`src/design/ssrt_pkg.sv`:
```
`default_nettype none

package ssrt_pkg;

	localparam int FUNC_W  = 2;
	localparam int KEY_W   = 32;
	localparam int SLOT_W  = 9;
	localparam int STAT_W  = 2;
	localparam int COUNT_W = 5;

	// slot code for "no slot assigned"
	localparam logic [SLOT_W-1:0] SLOT_NONE = '1;

	typedef enum logic [FUNC_W-1:0] {
		FUNC_INSERT = 2'd0,
		FUNC_DELETE = 2'd1,
		FUNC_LOOKUP = 2'd2,
		FUNC_SERVE  = 2'd3
	} func_t;

	typedef enum logic [STAT_W-1:0] {
		ST_OK        = 2'd0,
		ST_DUP       = 2'd1,
		ST_NOT_FOUND = 2'd2,
		ST_FULL      = 2'd3
	} status_t;

endpackage

`default_nettype wire

```
`src/design/ssrt_ram.sv`:
```
`default_nettype none

module ssrt_ram #(
	parameter int WIDTH = 41,
	parameter int DEPTH = 16
) (
	input  wire logic                     clk,
	input  wire logic                     we,
	input  wire logic [$clog2(DEPTH)-1:0] waddr,
	input  wire logic [WIDTH-1:0]         wdata,
	input  wire logic [$clog2(DEPTH)-1:0] raddr,
	output logic      [WIDTH-1:0]         rdata
);

	logic [WIDTH-1:0] mem_q [DEPTH];

	// one write port, one registered read port
	always_ff @(posedge clk) begin
		if (we) begin
			mem_q[waddr] <= wdata;
		end
		rdata <= mem_q[raddr];
	end

endmodule

`default_nettype wire

```
`src/design/sorted_seq_reorder_table.sv`:
```
// sorted_seq_reorder_table: reorder table of up to DEPTH entries held in
// ascending sequence order, each entry a sequence number and a signed slot.
// Input channel (in_valid/in_ready) takes one operation per beat: func
// selects insert, delete, lookup or serve-first-unassigned, with key_seq
// and slot_value as operands. Output channel (out_valid/out_ready) returns
// exactly one result beat per operation: status, out_seq, out_slot and the
// entry count after the operation.
// Entries live in a single-port-read RAM and one comparator walks them one
// entry at a time: address in S_RD, then compare on registered read data
// in S_CMP. Insert and delete then move the tail one entry at a time, read
// in S_SH_RD and write in S_SH_WR. in_ready is high only while no operation
// is in progress.
// A finished result sits in the output register; the next operation may be
// accepted while it waits, and is held at its end until the receiver takes
// the earlier beat. Reset empties the table at once; no clearing pass.
module sorted_seq_reorder_table #(
	parameter int DEPTH    = 16,
	parameter int SEQ_BITS = 32
) (
	input  wire logic                            clk,
	input  wire logic                            arst_n,
	input  wire logic                            in_valid,
	output logic                                 in_ready,
	input  wire logic [ssrt_pkg::FUNC_W-1:0]     func,
	input  wire logic [ssrt_pkg::KEY_W-1:0]      key_seq,
	input  wire logic [ssrt_pkg::SLOT_W-1:0]     slot_value,
	output logic                                 out_valid,
	input  wire logic                            out_ready,
	output logic [ssrt_pkg::STAT_W-1:0]          status,
	output logic [ssrt_pkg::KEY_W-1:0]           out_seq,
	output logic [ssrt_pkg::SLOT_W-1:0]          out_slot,
	output logic [ssrt_pkg::COUNT_W-1:0]         count_now
);

	import ssrt_pkg::*;

	localparam int AW = $clog2(DEPTH);
	localparam int CW = $clog2(DEPTH + 1);
	localparam int KW = (SEQ_BITS < KEY_W) ? SEQ_BITS : KEY_W;
	localparam int EW = SEQ_BITS + SLOT_W;

	typedef enum logic [2:0] {
		S_IDLE,
		S_RD,
		S_CMP,
		S_DECIDE,
		S_SH_RD,
		S_SH_WR,
		S_PUT,
		S_RESP
	} state_t;

	state_t                state_q;
	func_t                 func_q;
	logic [SEQ_BITS-1:0]   key_q;
	logic [SLOT_W-1:0]     slot_q;
	logic [CW-1:0]         idx_q;
	logic [CW-1:0]         pos_q;
	logic [CW-1:0]         count_q;
	logic                  match_q;
	logic [SEQ_BITS-1:0]   seq_hit_q;
	logic [SLOT_W-1:0]     slot_hit_q;
	status_t               res_status_q;
	logic [KEY_W-1:0]      res_seq_q;
	logic [SLOT_W-1:0]     res_slot_q;
	logic                  out_valid_q;
	status_t               status_q;
	logic [KEY_W-1:0]      out_seq_q;
	logic [SLOT_W-1:0]     out_slot_q;
	logic [COUNT_W-1:0]    count_now_q;

	logic [SEQ_BITS-1:0]   key_ext;
	logic                  ram_we;
	logic [AW-1:0]         ram_waddr;
	logic [EW-1:0]         ram_wdata;
	logic [EW-1:0]         ram_rdata;
	logic [SEQ_BITS-1:0]   seq_rd;
	logic [SLOT_W-1:0]     slot_rd;
	logic                  seq_eq;
	logic                  seq_ge;
	logic                  hit;
	logic [SEQ_BITS-1:0]   put_seq;

	assign key_ext = SEQ_BITS'(key_seq[KW-1:0]);

	// entry store: {seq, slot} per position
	ssrt_ram #(
		.WIDTH(EW),
		.DEPTH(DEPTH)
	) u_ram (
		.clk   (clk),
		.we    (ram_we),
		.waddr (ram_waddr),
		.wdata (ram_wdata),
		.raddr (idx_q[AW-1:0]),
		.rdata (ram_rdata)
	);

	assign seq_rd  = ram_rdata[SLOT_W +: SEQ_BITS];
	assign slot_rd = ram_rdata[SLOT_W-1:0];

	// shared compare unit: one magnitude compare per scanned entry
	assign seq_eq = (seq_rd == key_q);
	assign seq_ge = (seq_rd >= key_q);
	assign hit    = (func_q == FUNC_SERVE) ? slot_rd[SLOT_W-1] : seq_ge;

	assign put_seq = (func_q == FUNC_SERVE) ? seq_hit_q : key_q;

	// ram write: tail move or final placement
	always_comb begin
		ram_we    = 1'b0;
		ram_waddr = idx_q[AW-1:0];
		ram_wdata = ram_rdata;
		case (state_q)
			S_SH_WR: begin
				ram_we = 1'b1;
				if (func_q == FUNC_INSERT) begin
					ram_waddr = AW'(idx_q + 1'b1);
				end else begin
					ram_waddr = AW'(idx_q - 1'b1);
				end
			end
			S_PUT: begin
				ram_we    = 1'b1;
				ram_waddr = pos_q[AW-1:0];
				ram_wdata = {put_seq, slot_q};
			end
			default: begin
				ram_we = 1'b0;
			end
		endcase
	end

	// sequencer with registered result and output beat
	always_ff @(posedge clk or negedge arst_n) begin
		if (!arst_n) begin
			state_q      <= S_IDLE;
			func_q       <= FUNC_INSERT;
			key_q        <= '0;
			slot_q       <= '0;
			idx_q        <= '0;
			pos_q        <= '0;
			count_q      <= '0;
			match_q      <= 1'b0;
			seq_hit_q    <= '0;
			slot_hit_q   <= '0;
			res_status_q <= ST_OK;
			res_seq_q    <= '0;
			res_slot_q   <= SLOT_NONE;
			out_valid_q  <= 1'b0;
			status_q     <= ST_OK;
			out_seq_q    <= '0;
			out_slot_q   <= SLOT_NONE;
			count_now_q  <= '0;
		end else begin
			// output beat taken; a waiting result reloads it below
			if (out_ready && state_q != S_RESP) begin
				out_valid_q <= 1'b0;
			end
			case (state_q)
				S_IDLE: begin
					if (in_valid) begin
						func_q  <= func_t'(func);
						key_q   <= key_ext;
						slot_q  <= slot_value;
						idx_q   <= '0;
						state_q <= S_RD;
					end
				end
				// scan: stop at end of valid entries
				S_RD: begin
					if (idx_q == count_q) begin
						pos_q   <= count_q;
						match_q <= 1'b0;
						state_q <= S_DECIDE;
					end else begin
						state_q <= S_CMP;
					end
				end
				S_CMP: begin
					if (hit) begin
						pos_q      <= idx_q;
						match_q    <= (func_q == FUNC_SERVE) || seq_eq;
						seq_hit_q  <= seq_rd;
						slot_hit_q <= slot_rd;
						state_q    <= S_DECIDE;
					end else begin
						idx_q   <= idx_q + 1'b1;
						state_q <= S_RD;
					end
				end
				S_DECIDE: begin
					case (func_q)
						FUNC_INSERT: begin
							res_seq_q  <= '0;
							res_slot_q <= SLOT_NONE;
							if (match_q) begin
								res_status_q <= ST_DUP;
								state_q      <= S_RESP;
							end else if (count_q == CW'(DEPTH)) begin
								res_status_q <= ST_FULL;
								state_q      <= S_RESP;
							end else if (pos_q == count_q) begin
								res_status_q <= ST_OK;
								state_q      <= S_PUT;
							end else begin
								res_status_q <= ST_OK;
								idx_q        <= count_q - 1'b1;
								state_q      <= S_SH_RD;
							end
						end
						FUNC_DELETE: begin
							res_slot_q <= SLOT_NONE;
							if (!match_q) begin
								res_status_q <= ST_NOT_FOUND;
								res_seq_q    <= '0;
								state_q      <= S_RESP;
							end else begin
								res_status_q <= ST_OK;
								res_seq_q    <= KEY_W'(key_q);
								if (pos_q + 1'b1 == count_q) begin
									count_q <= count_q - 1'b1;
									state_q <= S_RESP;
								end else begin
									idx_q   <= pos_q + 1'b1;
									state_q <= S_SH_RD;
								end
							end
						end
						FUNC_LOOKUP: begin
							if (!match_q) begin
								res_status_q <= ST_NOT_FOUND;
								res_seq_q    <= '0;
								res_slot_q   <= SLOT_NONE;
							end else begin
								res_status_q <= ST_OK;
								res_seq_q    <= KEY_W'(key_q);
								res_slot_q   <= slot_hit_q;
							end
							state_q <= S_RESP;
						end
						FUNC_SERVE: begin
							res_slot_q <= SLOT_NONE;
							if (!match_q) begin
								res_status_q <= ST_NOT_FOUND;
								res_seq_q    <= '0;
								state_q      <= S_RESP;
							end else begin
								res_status_q <= ST_OK;
								res_seq_q    <= KEY_W'(seq_hit_q);
								state_q      <= S_PUT;
							end
						end
						default: begin
							res_status_q <= ST_OK;
							res_seq_q    <= '0;
							res_slot_q   <= SLOT_NONE;
							state_q      <= S_RESP;
						end
					endcase
				end
				S_SH_RD: begin
					state_q <= S_SH_WR;
				end
				// tail move: up for insert, down for delete
				S_SH_WR: begin
					if (func_q == FUNC_INSERT) begin
						if (idx_q == pos_q) begin
							state_q <= S_PUT;
						end else begin
							idx_q   <= idx_q - 1'b1;
							state_q <= S_SH_RD;
						end
					end else begin
						if (idx_q + 1'b1 == count_q) begin
							count_q <= count_q - 1'b1;
							state_q <= S_RESP;
						end else begin
							idx_q   <= idx_q + 1'b1;
							state_q <= S_SH_RD;
						end
					end
				end
				S_PUT: begin
					if (func_q == FUNC_INSERT) begin
						count_q <= count_q + 1'b1;
					end
					state_q <= S_RESP;
				end
				// hand result to output register once it is free
				S_RESP: begin
					if (!out_valid_q || out_ready) begin
						out_valid_q <= 1'b1;
						status_q    <= res_status_q;
						out_seq_q   <= res_seq_q;
						out_slot_q  <= res_slot_q;
						count_now_q <= COUNT_W'(count_q);
						state_q     <= S_IDLE;
					end
				end
				default: begin
					state_q <= S_IDLE;
				end
			endcase
		end
	end

	assign in_ready  = (state_q == S_IDLE);
	assign out_valid = out_valid_q;
	assign status    = status_q;
	assign out_seq   = out_seq_q;
	assign out_slot  = out_slot_q;
	assign count_now = count_now_q;

endmodule

`default_nettype wire

```
`config.mk`:
```
export PLATFORM = sky130hd
export DESIGN_NAME = sorted_seq_reorder_table
export DESIGN_NICKNAME = d
export VERILOG_FILES = /design/src/design/ssrt_pkg.sv /design/src/design/ssrt_ram.sv /design/src/design/sorted_seq_reorder_table.sv
export SDC_FILE = /design/constraint.sdc
export NUM_CORES = 1
export LEC_CHECK = 0
export ABC_AREA = 1
export ABC_CLOCK_PERIOD_IN_PS = 5700
export BUFFER_PORTS_ARGS = -buffer_cell sky130_fd_sc_hd__buf_2
export CAP_MARGIN = 20
export CORE_UTILIZATION = 58
export DETAILED_ROUTE_END_ITERATION = 8
export GPL_TIMING_DRIVEN = 0
export MAX_ROUTING_LAYER = met4
export PLACE_DENSITY = 0.73
export SLEW_MARGIN = 10
export SYNTH_ARGS = -nofsm -noshare
export SYNTH_HDL_FRONTEND = slang
export SYNTH_HIERARCHICAL = 1
export SYNTH_SLANG_ARGS = --single-unit
```
`constraint.sdc`:
```
create_clock -name clk -period 5.7 [get_ports clk]
set_clock_uncertainty 0.1 [all_clocks]
set_input_delay 0.285 -clock clk [delete_from_list [all_inputs] [get_ports clk]]
set_output_delay 0.285 -clock clk [all_outputs]
set_load 0.05 [all_outputs]
```
-- Word-level counts from Yosys, hierarchy flattened
Memory sizes are Yosys's and may differ from the RTL's. A register that Yosys moved wholly into a read port is not among the register bits.
Index checks and enable logic that the tools add are counted.
- register bits: 195
- RAM bits: 656
- bits of input ports: 47
- output and inout bits: 50
- word-level logic and storage cells: 142
- memories kept: 1
- $add $sub $neg: 5
- $lt $le $gt $ge: 1
- equality and inequality tests: 37
- multiplexer cells: 60
- reductions and logical operators: 20
- memories (memory ; depth ; bits a word ; rd ports ; clocked after Yosys merged registers in ; wr ports ; line ; RTL):
    u_ram.mem_q ; 16 ; 41 ; 1 ; 1 ; 1 ; ssrt_ram.sv:15 ; logic [WIDTH-1:0] mem_q [DEPTH];
- operator list (kind ; number):
    32-bit two-way mux ; 3
    32-bit case mux with 3 select lines ; 1
    5-bit two-way mux ; 18
    41-bit two-way mux ; 1
    32-bit equality test ; 1
    32-bit >= comparator ; 1
    5-bit equality test ; 5
    3-bit != test, second input constant ; 8
    3-bit case mux with 8 select lines ; 1
    2-bit two-way mux ; 11
    2-bit != test, second input constant ; 10
    5-bit case mux with 2 select lines ; 2
    5-bit case mux with 4 select lines ; 1
    9-bit case mux with 2 select lines ; 1
    5-bit by 1-bit adder with 5-bit output, second input constant ; 3
    5-bit case mux with 3 select lines ; 1
    3-bit equality test, second input constant ; 4
    3-bit case mux with 4 select lines ; 1
    1-bit two-way mux ; 11
    11-bit AND reduction ; 1
    5-bit by 1-bit subtractor with 5-bit output, second input constant ; 2
    3-bit two-way mux ; 3
    9-bit two-way mux ; 1
    4-bit case mux with 2 select lines ; 1
    23 further kinds ; 31

-- Longest topological paths before layout
Gate-level depths: netlist of the first run.
- word-level depth: 6
- mapped depth: 18
- mapped depth without buffers: 17

-- Modules after synthesis
The synthesis of the first run kept the hierarchy.
- by module, submodules not included (module ; times used ; cells an instance ; area each (µm²) ; seq. area each (µm²)):
    ssrt_ram ; 1 ; 2708 ; 29104.2 ; 20519.7
    sorted_seq_reorder_table ; 1 ; 1344 ; 10475.0 ; 4902.2

-- Worst setup path before layout of the first run
No wires, ideal clock.
- kind: reg-to-reg
- start point: register idx_q[0]
- end point: memory u_ram.mem_q[10][0], enable pin
- library setup time: 440 ps
- arrival time: 3235 ps
- data required time: 5160 ps
- setup slack: 1925 ps
- cell stages (with the launch flop): 9
- path buffers: 0
- period minus slack after synthesis: 3775 ps
- cell sequence: dfrtp_1 > inv_1 > ha_1 > xnor2_1 > nand2_1 > nand3_1 > o221ai_1 > nand3b_1 > nor2_1
- longest elaborated chain between the ends: 3
- elaborated cells between the ends (all ways): 4
- those cells by class: 2 x add/sub; 2 x mux
- RTL lines (what ; line ; RTL):
    start, declared ; sorted_seq_reorder_table.sv:57 ; logic [CW-1:0] idx_q;
    start signal, assigned ; sorted_seq_reorder_table.sv:188 ; idx_q <= idx_q + 1'b1;
    start signal, assigned ; sorted_seq_reorder_table.sv:208 ; idx_q <= count_q - 1'b1;
    start signal, assigned ; sorted_seq_reorder_table.sv:225 ; idx_q <= pos_q + 1'b1;
    5-bit by 1-bit subtractor with 5-bit output / 5-bit by 1-bit adder with 5-bit output (equally long branches) ; -- ;
    4-bit two-way mux * ; sorted_seq_reorder_table.sv:117 ; if (func_q == FUNC_INSERT) begin
    4-bit case mux with 2 select lines * ; sorted_seq_reorder_table.sv:114 ; case (state_q)
    via ram_waddr[2] ; sorted_seq_reorder_table.sv:74 ; logic [AW-1:0] ram_waddr;
    end, declared ; ssrt_ram.sv:15 ;
Mark *: on every way through the listed nets, which the timed path passes. The rest lies on a longest branch.

-- Worst setup path in the final report of the first run
- start point: register idx_q[0]
- end point: memory u_ram.mem_q[1][37], enable pin
Same word-level chain as after synthesis.

==> results of run 1 <==
## registers in the layout (all words and copies together) (netlist names), 9 cells and up
signal	count
key_q	32
out_seq	32
out_slot	9
res_seq_q	32
res_slot_q	9
seq_hit_q	32
slot_hit_q	9
slot_q	9
u_ram/mem_q	656
u_ram/rdata	41
## cell type report
class,instances,area [µm²],area share [%]
flip-flops and latches,892,25420,55.90
multi-input cells,2287,10540,23.17
inverters,670,2520,5.541
clock buffers,119,2464,5.417
repair buffers,196,1695,3.728
plain buffers,203,1236,2.718
well taps,873,1092,2.402
clock inverters,46,514.2,1.131
## power breakdown
group | switching, mW | internal [mW] | leakage (nW) | total (mW)
registers | 0.552 | 9.47 | 8.69 | 10.0
clock network | 2.46 | 3.50 | 1.46 | 5.95
logic | 7.60 | 2.87 | 10.2 | 10.5
total | 10.6 | 15.8 | 20.4 | 26.4
## cells in the mapped netlist, drive strengths merged (9+ instances only)
master  number  area share [%]
nand2     1210              12
inv        670             6.4
edfxtp     656              50
nand3      567             7.2
o21ai      262             3.3
dfrtp      177              11
buf        153             2.6
nor2        93            0.94
a21oi       55            0.70
clkbuf      50            0.47
ha          43             1.4
dfxtp       41             2.1
dfstp       18             1.2
xnor2       10            0.22
mux2         9            0.26
## worst reg2reg max path, delay by kind of cell (launching register included)
family / cells / cell delay, ps
AOI/OAI and AO/OA: 1 / 220
xor gates and xnor gates: 1 / 210
adders and majority gates: 1 / 430
buffers and inverters: 3 / 680
DFF: 1 / 570
and+or+nand+nor: 3 / 1190
## cell families (layout without fill, tap and decap cells)
kind of cell | Yosys count | in the layout | share of synthesized area, %
and+or+nand+nor | 1883 | 1883 | 19.89
DFF | 892 | 892 | 64.23
buffers and inverters | 873 | 1234 | 9.490
AOI/OAI and AO/OA | 334 | 334 | 4.378
adders and majority gates | 43 | 43 | 1.359
xor gates and xnor gates | 18 | 18 | 0.3983
muxes | 9 | 9 | 0.2561
## worst paths after layout
path	start	endpoint	slack [ps]
min in group clk	slot_value[1]	slot_q[1]	290
hold reg to reg	out_slot[7]	out_slot[7]	380
setup reg to reg	idx_q[0]	u_ram/mem_q[1][37]	1980
hold / removal	arst_n	status[1]	190
max in group asynchronous	arst_n	count_now[2]	4230
setup / recovery	idx_q[0]	u_ram/mem_q[1][37]	1980
## metrics by stage
stage               std cells  area (µm²)
floorplan                4052       39580
global placement         5021       41150
detailed placement       5072       42010
CTS                      5284       45460
global route             5286       45480
finish                   5286       45480
## metal layers
metal	vias to the layer above	track usage, %
met3	234	6.201
met1	13825	41.72
li1	13680	-
met2	1448	51.84
met4	0	11.06
met5	-	-
## placed cells by master, fill, tap and decap left out, drive strengths merged
cell type | synthesis | routed
a21boi | 1 | 1
a21o | 2 | 2
a21oi | 55 | 55
a2bb2oi | 1 | 1
buf | 153 | 302
bufinv | 0 | 10
clkbuf | 50 | 169
clkinv | 0 | 32
clkinvlp | 0 | 1
dfrtp | 177 | 177
dfstp | 18 | 18
dfxtp | 41 | 41
dlygate4sd3 | 0 | 47
edfxtp | 656 | 656
ha | 43 | 43
inv | 670 | 673
mux2 | 9 | 9
nand2 | 1210 | 1210
nand3 | 567 | 567
nand3b | 3 | 3
nand4 | 4 | 4
nor2 | 93 | 93
nor3 | 4 | 4
o211ai | 2 | 2
o21ai | 262 | 262
o21bai | 2 | 2
o221ai | 7 | 7
o22ai | 2 | 2
or2 | 2 | 2
xnor2 | 10 | 10
xor2 | 8 | 8
## repair_timing
action | in CTS | in global routing
gates resized for setup | 0 | 0
hold buffers | 47 | 0
endpoints found under the hold margin | 160 | 0
==> summary.txt, run 1 <==
Drt
  – WL met3: 10.83 mm
  – DRC violation count after routing: 0
  – Highest metal used: met4
  – Via-per-instance ratio: roughly 5.5
  – Post-Route WL: 108.8 mm
  – WL per Instance: just over 20 µm
  – Met2 wire length: 51.69 mm
  – First-pass iteration count of the detailed router: 6
  – Met1 Wirelength: 42.65 mm
  – Via count of the routed design: slightly below 30k
  – 1st-iter DRT viols: a little over 3k
  – DRT antenna net count: 0

Synth
  – Syn Nets: 4142
  – Post-Syn Instances: 4052
  – Mapped Area: 39580 µm²
  – Synth unique cells: 40
  – Synth Warn #: 6
  – Most common flop cell mapped by yosys: edfxtp_1
  – Synth async-reset ratio: between 20% and 30%
  – Seq/Total Area, Yosys: between 60% and 70%
  – Number of synthesized register bits: between 800 and 900
  – Post-synth EDFFs: roughly 660
  – Avg Cell Area, Syn: 9.768 µm²

Placed design
  – Place WS: slightly above 2000 ps
  – Port Buf Inserts: 96
  – Placer Congestion: 0.9117
  – Detail Placement HPWL: 75.14 mm

Die
  – Starting density of the core: 58.73%
  – I/O pins: 97
  – Die area: 69290 µm²
  – Die span in y: 263.2 µm
  – Rows: 95
  – Core area: just under 70000 µm²
  – Die W: 263.2 µm

Setup path
  – Crit Path Max Fanout: 21
  – Arrival time at the worst endpoint: 3950 ps
  – WS Path Type: flop to flop
  – WP data required: 5930 ps
  – Worst path bufs/invs: 3
  – Worst setup EP type: flop
  – Critical Path Source Type: flop
  – Worst path slowest cell: nor2_4
  – Cells on worst reg2reg path: 9
  – Cell depth of the worst setup path: 9
  – Kind of cell adding the most delay to the critical path: simple AND/OR/NAND/NOR gates
  – Cell breakdown of the critical path: inv_1 -> ha_1 -> xnor2_1 -> nand2_1 -> o221ai_1 -> inv_1 -> nand2_1 -> nor2_4 -> buf_12
  – Slowest stage delay, CP: 850 ps

Layout
  – Ant. Diodes: 0
  – Layout fillers: roughly 5.0k
  – Final core occ: 67.48%
  – Area Growth Syn to Fin: 14.91%
  – NumNets Final: 4431
  – Fraction of layout cells with a size suffix above 1: 10.88%

Timing
  – Final setup margin: a little under 2000 ps
  – Final hold vios: 0
  – Slew headroom: 30.35%
  – Tmin final: between 3000 and 4000 ps
  – Max-slew violations: 0
  – Fin Setup TNS: 0 ps
  – # setup viols final: 0
  – Final Hold Slack: 192.6 ps
  – Worst-Margin Slew: 1038 ps
  – Tcrit/Tclk final: 65.26%
  – RSZ-0062 raised after global routing: no
  – F_max: 0.2688 GHz

Clock network
  – H-tree depth: 3
  – Clock sinks: just under 900
  – CTS tree: yes
  – Worst-path clk slew: 60 ps
  – Post-CTS setup buffer count: 0
  – Clk Latency, worst-skew pair: about 650 ps
  – CTS root buffer: clkbuf_16
  – CTS Buffer Depth: 3
  – Total CTS buffers: a little over 90

GRT
  – Largest net degree at the start of global routing: 108
  – Initial antenna violation count: 0
  – GRT overflow: 0
  – Vias in the first global route: 27.81k
  – First-pass GRT wire length: between 150 and 200 mm
  – Total track usage: 32.42%

Pwr
  – Power consumption: between 20 and 30 mW
  – Leakage: 20.36 nW
  – VDD IR max: 0.0002888 V
  – PwrDens: 581.6 nW/µm²

Status
  – Status: completed

Job
  – Max-capacitance violation count: 0

Min path
  – Worst Hold Class: input port to asynchronous set/reset pin
(Power assumes the default switching activity.)
==> run 2: changes to the inputs <==
--- a/config.mk
+++ b/config.mk
@@ -5,15 +5,15 @@
 export SDC_FILE = /design/constraint.sdc
 export NUM_CORES = 1
 export LEC_CHECK = 0
-export ABC_AREA = 1
-export ABC_CLOCK_PERIOD_IN_PS = 5700
+export ABC_AREA = 0
+export ABC_CLOCK_PERIOD_IN_PS = 3410
 export BUFFER_PORTS_ARGS = -buffer_cell sky130_fd_sc_hd__buf_2
 export CAP_MARGIN = 20
-export CORE_UTILIZATION = 58
+export CORE_UTILIZATION = 56
 export DETAILED_ROUTE_END_ITERATION = 8
 export GPL_TIMING_DRIVEN = 0
 export MAX_ROUTING_LAYER = met4
-export PLACE_DENSITY = 0.73
+export PLACE_DENSITY = 0.74
 export SLEW_MARGIN = 10
 export SYNTH_ARGS = -nofsm -noshare
 export SYNTH_HDL_FRONTEND = slang
==> constraint.sdc (replaced) <==
create_clock -name clk -period 3.41 [get_ports clk]
set_clock_uncertainty 0.1 [all_clocks]
set_input_delay 0.1705 -clock clk [delete_from_list [all_inputs] [get_ports clk]]
set_output_delay 0.1705 -clock clk [all_outputs]
set_load 0.05 [all_outputs]
==> summary.txt, run 2 <==
Layout
  – Layout Cells excl Fill: between 3k and 4k
  – Fin area: 42260 µm²
  – Area Growth Syn to Fin: 18.25%
  – Commonest non-fill, non-tap cells in the layout: 656 x edfxtp_1, 226 x nand2_1, 177 x dfrtp_1
  – Biggest register: u_ram/mem_q
  – Fraction of layout cells with a size suffix above 1: 28.62%
  – Number of flip-flops under the largest register name: 656
  – NumNets Final: 2528
  – Commonest non-fill, non-tap cell in the layout: edfxtp_1
  – Largest regs: u_ram/mem_q (656), u_ram/rdata (41)

Clock network
  – CTS root buffer: clkbuf_16
  – CTS Buffer Depth: 3
  – CTS tree: yes
  – Worst-path clk slew: 60 ps
  – Total CTS buffers: 88
  – Clk Latency, worst-skew pair: 650 ps
  – Clock sinks: 892
  – H-tree depth: 3

Synth
  – Avg Cell Area, Syn: 16.99 µm²
  – Top cells by area, synth: edfxtp_1 55%, dfrtp_1 12%, mux4_2 10%
  – Seq/Total Area, Yosys: between 70% and 80%
  – Mapped Area: 35740 µm²
  – Share of the synthesized area in the top cell type: ~55%
  – Post-synth top area cell: edfxtp_1
  – Synth async-reset ratio: 21.86%
  – Count leader, synth: edfxtp_1
  – Number of synthesized register bits: 892
  – Synth Warn #: 6
  – Most common flop cell mapped by yosys: edfxtp_1
  – Post-synth EDFFs: 656
  – Syn Nets: 2194
  – Synth cell count leaders: 656 x edfxtp_1, 227 x nand2_1, 177 x dfrtp_1, 164 x mux4_2, 140 x o21ai_0
  – Synth unique cells: 65
  – Post-Syn Instances: 2104

Timing
  – Max-slew violations: 0
  – Final Hold Slack: 113.7 ps
  – Final setup margin: 37.76 ps
  – F_max: 0.2965 GHz
  – Worst-Margin Slew: about 1100 ps
  – Final hold vios: 0
  – Tmin final: 3372 ps
  – # setup viols final: 0
  – Tcrit/Tclk final: 98.89%
  – Slew headroom: 26.49%

GRT
  – Total track usage: 29.48%
  – Vias in the first global route: between 20k and 25k
  – Initial antenna violation count: 2
  – GRT overflow: 0
  – First-pass GRT wire length: 134.1 mm
  – Largest net degree at the start of global routing: 102

Job
  – Max-capacitance violation count: 0

Drt
  – 1st-iter DRT viols: between 2k and 3k
  – DRT antenna net count: 0
  – First-pass iteration count of the detailed router: 5
  – Via count of the routed design: 20.88k
  – DRC violation count after routing: 0
  – Post-Route WL: 92.45 mm
  – Highest metal used: met4
  – WL met3: 7.682 mm
  – Met2 wire length: approximately 46 mm
  – Met1 Wirelength: 36.00 mm
  – WL per Instance: 27.51 µm
  – Via-per-instance ratio: 6.211

Setup path
  – Critical Path Source Type: flop
  – WP data required: 3640 ps
  – Arrival time at the worst endpoint: 3600 ps
  – Worst setup EP type: flop
  – Crit Path Max Fanout: 14
  – WS Path Type: flop to flop

Placed design
  – Place WS: -521.3 ps
  – Placer Congestion: 0.9179
  – Placed Cells: 3100
  – Cell Area, Placed: between 30000 and 40000 µm²
  – Detail Placement HPWL: 58.58 mm
  – Port Buf Inserts: 96

Die
  – Die span in y: 254.6 µm
  – Die area: 64830 µm²
  – Starting density of the core: a little under three fifths
  – Core area: approximately 63000 µm²
  – Die W: 254.6 µm
  – I/O pins: 97
  – Rows: 92

Pwr
  – PwrDens: 971.7 nW/µm²
  – VDD IR max: 0.0005155 V
  – Leakage: 15.20 nW
  – Power consumption: 41.06 mW

Min path
  – Worst Hold Class: input port to asynchronous set/reset pin

Status
  – Status: completed
==> run 2: final timing paths <==
path | start | end | slack [ps] | cells past startpoint
worst max-delay path | idx_q[2] | u_ram/mem_q[0][12] | 40 | 10
min in group clk | slot_value[4] | slot_q[4] | 190 | 3
worst min register to register | res_slot_q[5] | res_slot_q[5] | 360 | 2
worst min-delay path | arst_n | count_q[4] | 110 | 2
max in group asynchronous | arst_n | key_q[4] | 2110 | 3
worst max register to register | idx_q[2] | u_ram/mem_q[0][12] | 40 | 10
==> run 2: kinds of logic (layout without fill, tap and decap cells) <==
family,after synthesis,in the layout,share of synthesized area (%)
AOI/OAI and AO/OA,319,319,5.574
xor gates and xnor gates,30,30,0.7563
muxes,310,310,14.80
other,0,3,0
buffers and inverters,173,576,2.171
adders and majority gates,43,43,1.506
and+or+nand+nor,337,342,4.058
DFF,892,892,71.14
==> run 2: power by group <==
part           switching, mW  total [mW]  internal (mW)
combinational           8.83        14.0           5.14
clock                   4.16        10.0           5.84
sequential              1.42        17.1           15.7
==> run 2: worst max-delay path, cell delays in order, from the launching register on <==
cell and delay, ps:
dfrtp_1 580, buf_2 310, nor3_2 180, mux2i_2 150, and2_1 190, o21ai_2 190, o311ai_4 190, or3b_4 510
nor3_4 320, buf_6 170, buf_8 170
==> run 2: cell type report <==
| type | count | area (µm²) |
|---|---|---|
| antenna | 3 | 7.507 |
| buffer | 125 | 623.1 |
| clock buffer | 117 | 2406 |
| clock inverter | 47 | 583.1 |
| fill | 4118 | 20820 |
| inverter | 47 | 176.4 |
| multi-input combinational | 1044 | 9842 |
| sequential | 892 | 25420 |
| tap | 846 | 1059 |
| timing repair buffer | 240 | 2141 |
==> run 2: per-stage QoR <==
| step | TNS, ps | util (%) |
|---|---|---|
| after global placement | -887810 | 59.38 |
| after detailed placement | -152290 | 60.68 |
| after floorplan | -12060 | - |
| after CTS | 0 | 66.61 |
| after global routing | -3599 | 66.99 |
| final | 0 | 66.99 |
==> run 2: repair_timing <==
item / CTS / global route
gates resized for setup: 17 / 15
pin swaps: 10 / 12
endpoints found under the setup margin: 631 / 597
hold buffers: 46 / 0
setup buffers: 20 / 22
gates cloned: 5 / 0
endpoints found under the hold margin: 139 / 0
==> run 2: routing by layer <==
layer	vias to the layer above	global-route usage (%)
met5	-	-
li1	8854	-
met4	0	9.718
met3	197	4.603
met1	10742	38.54
met2	1082	47.70
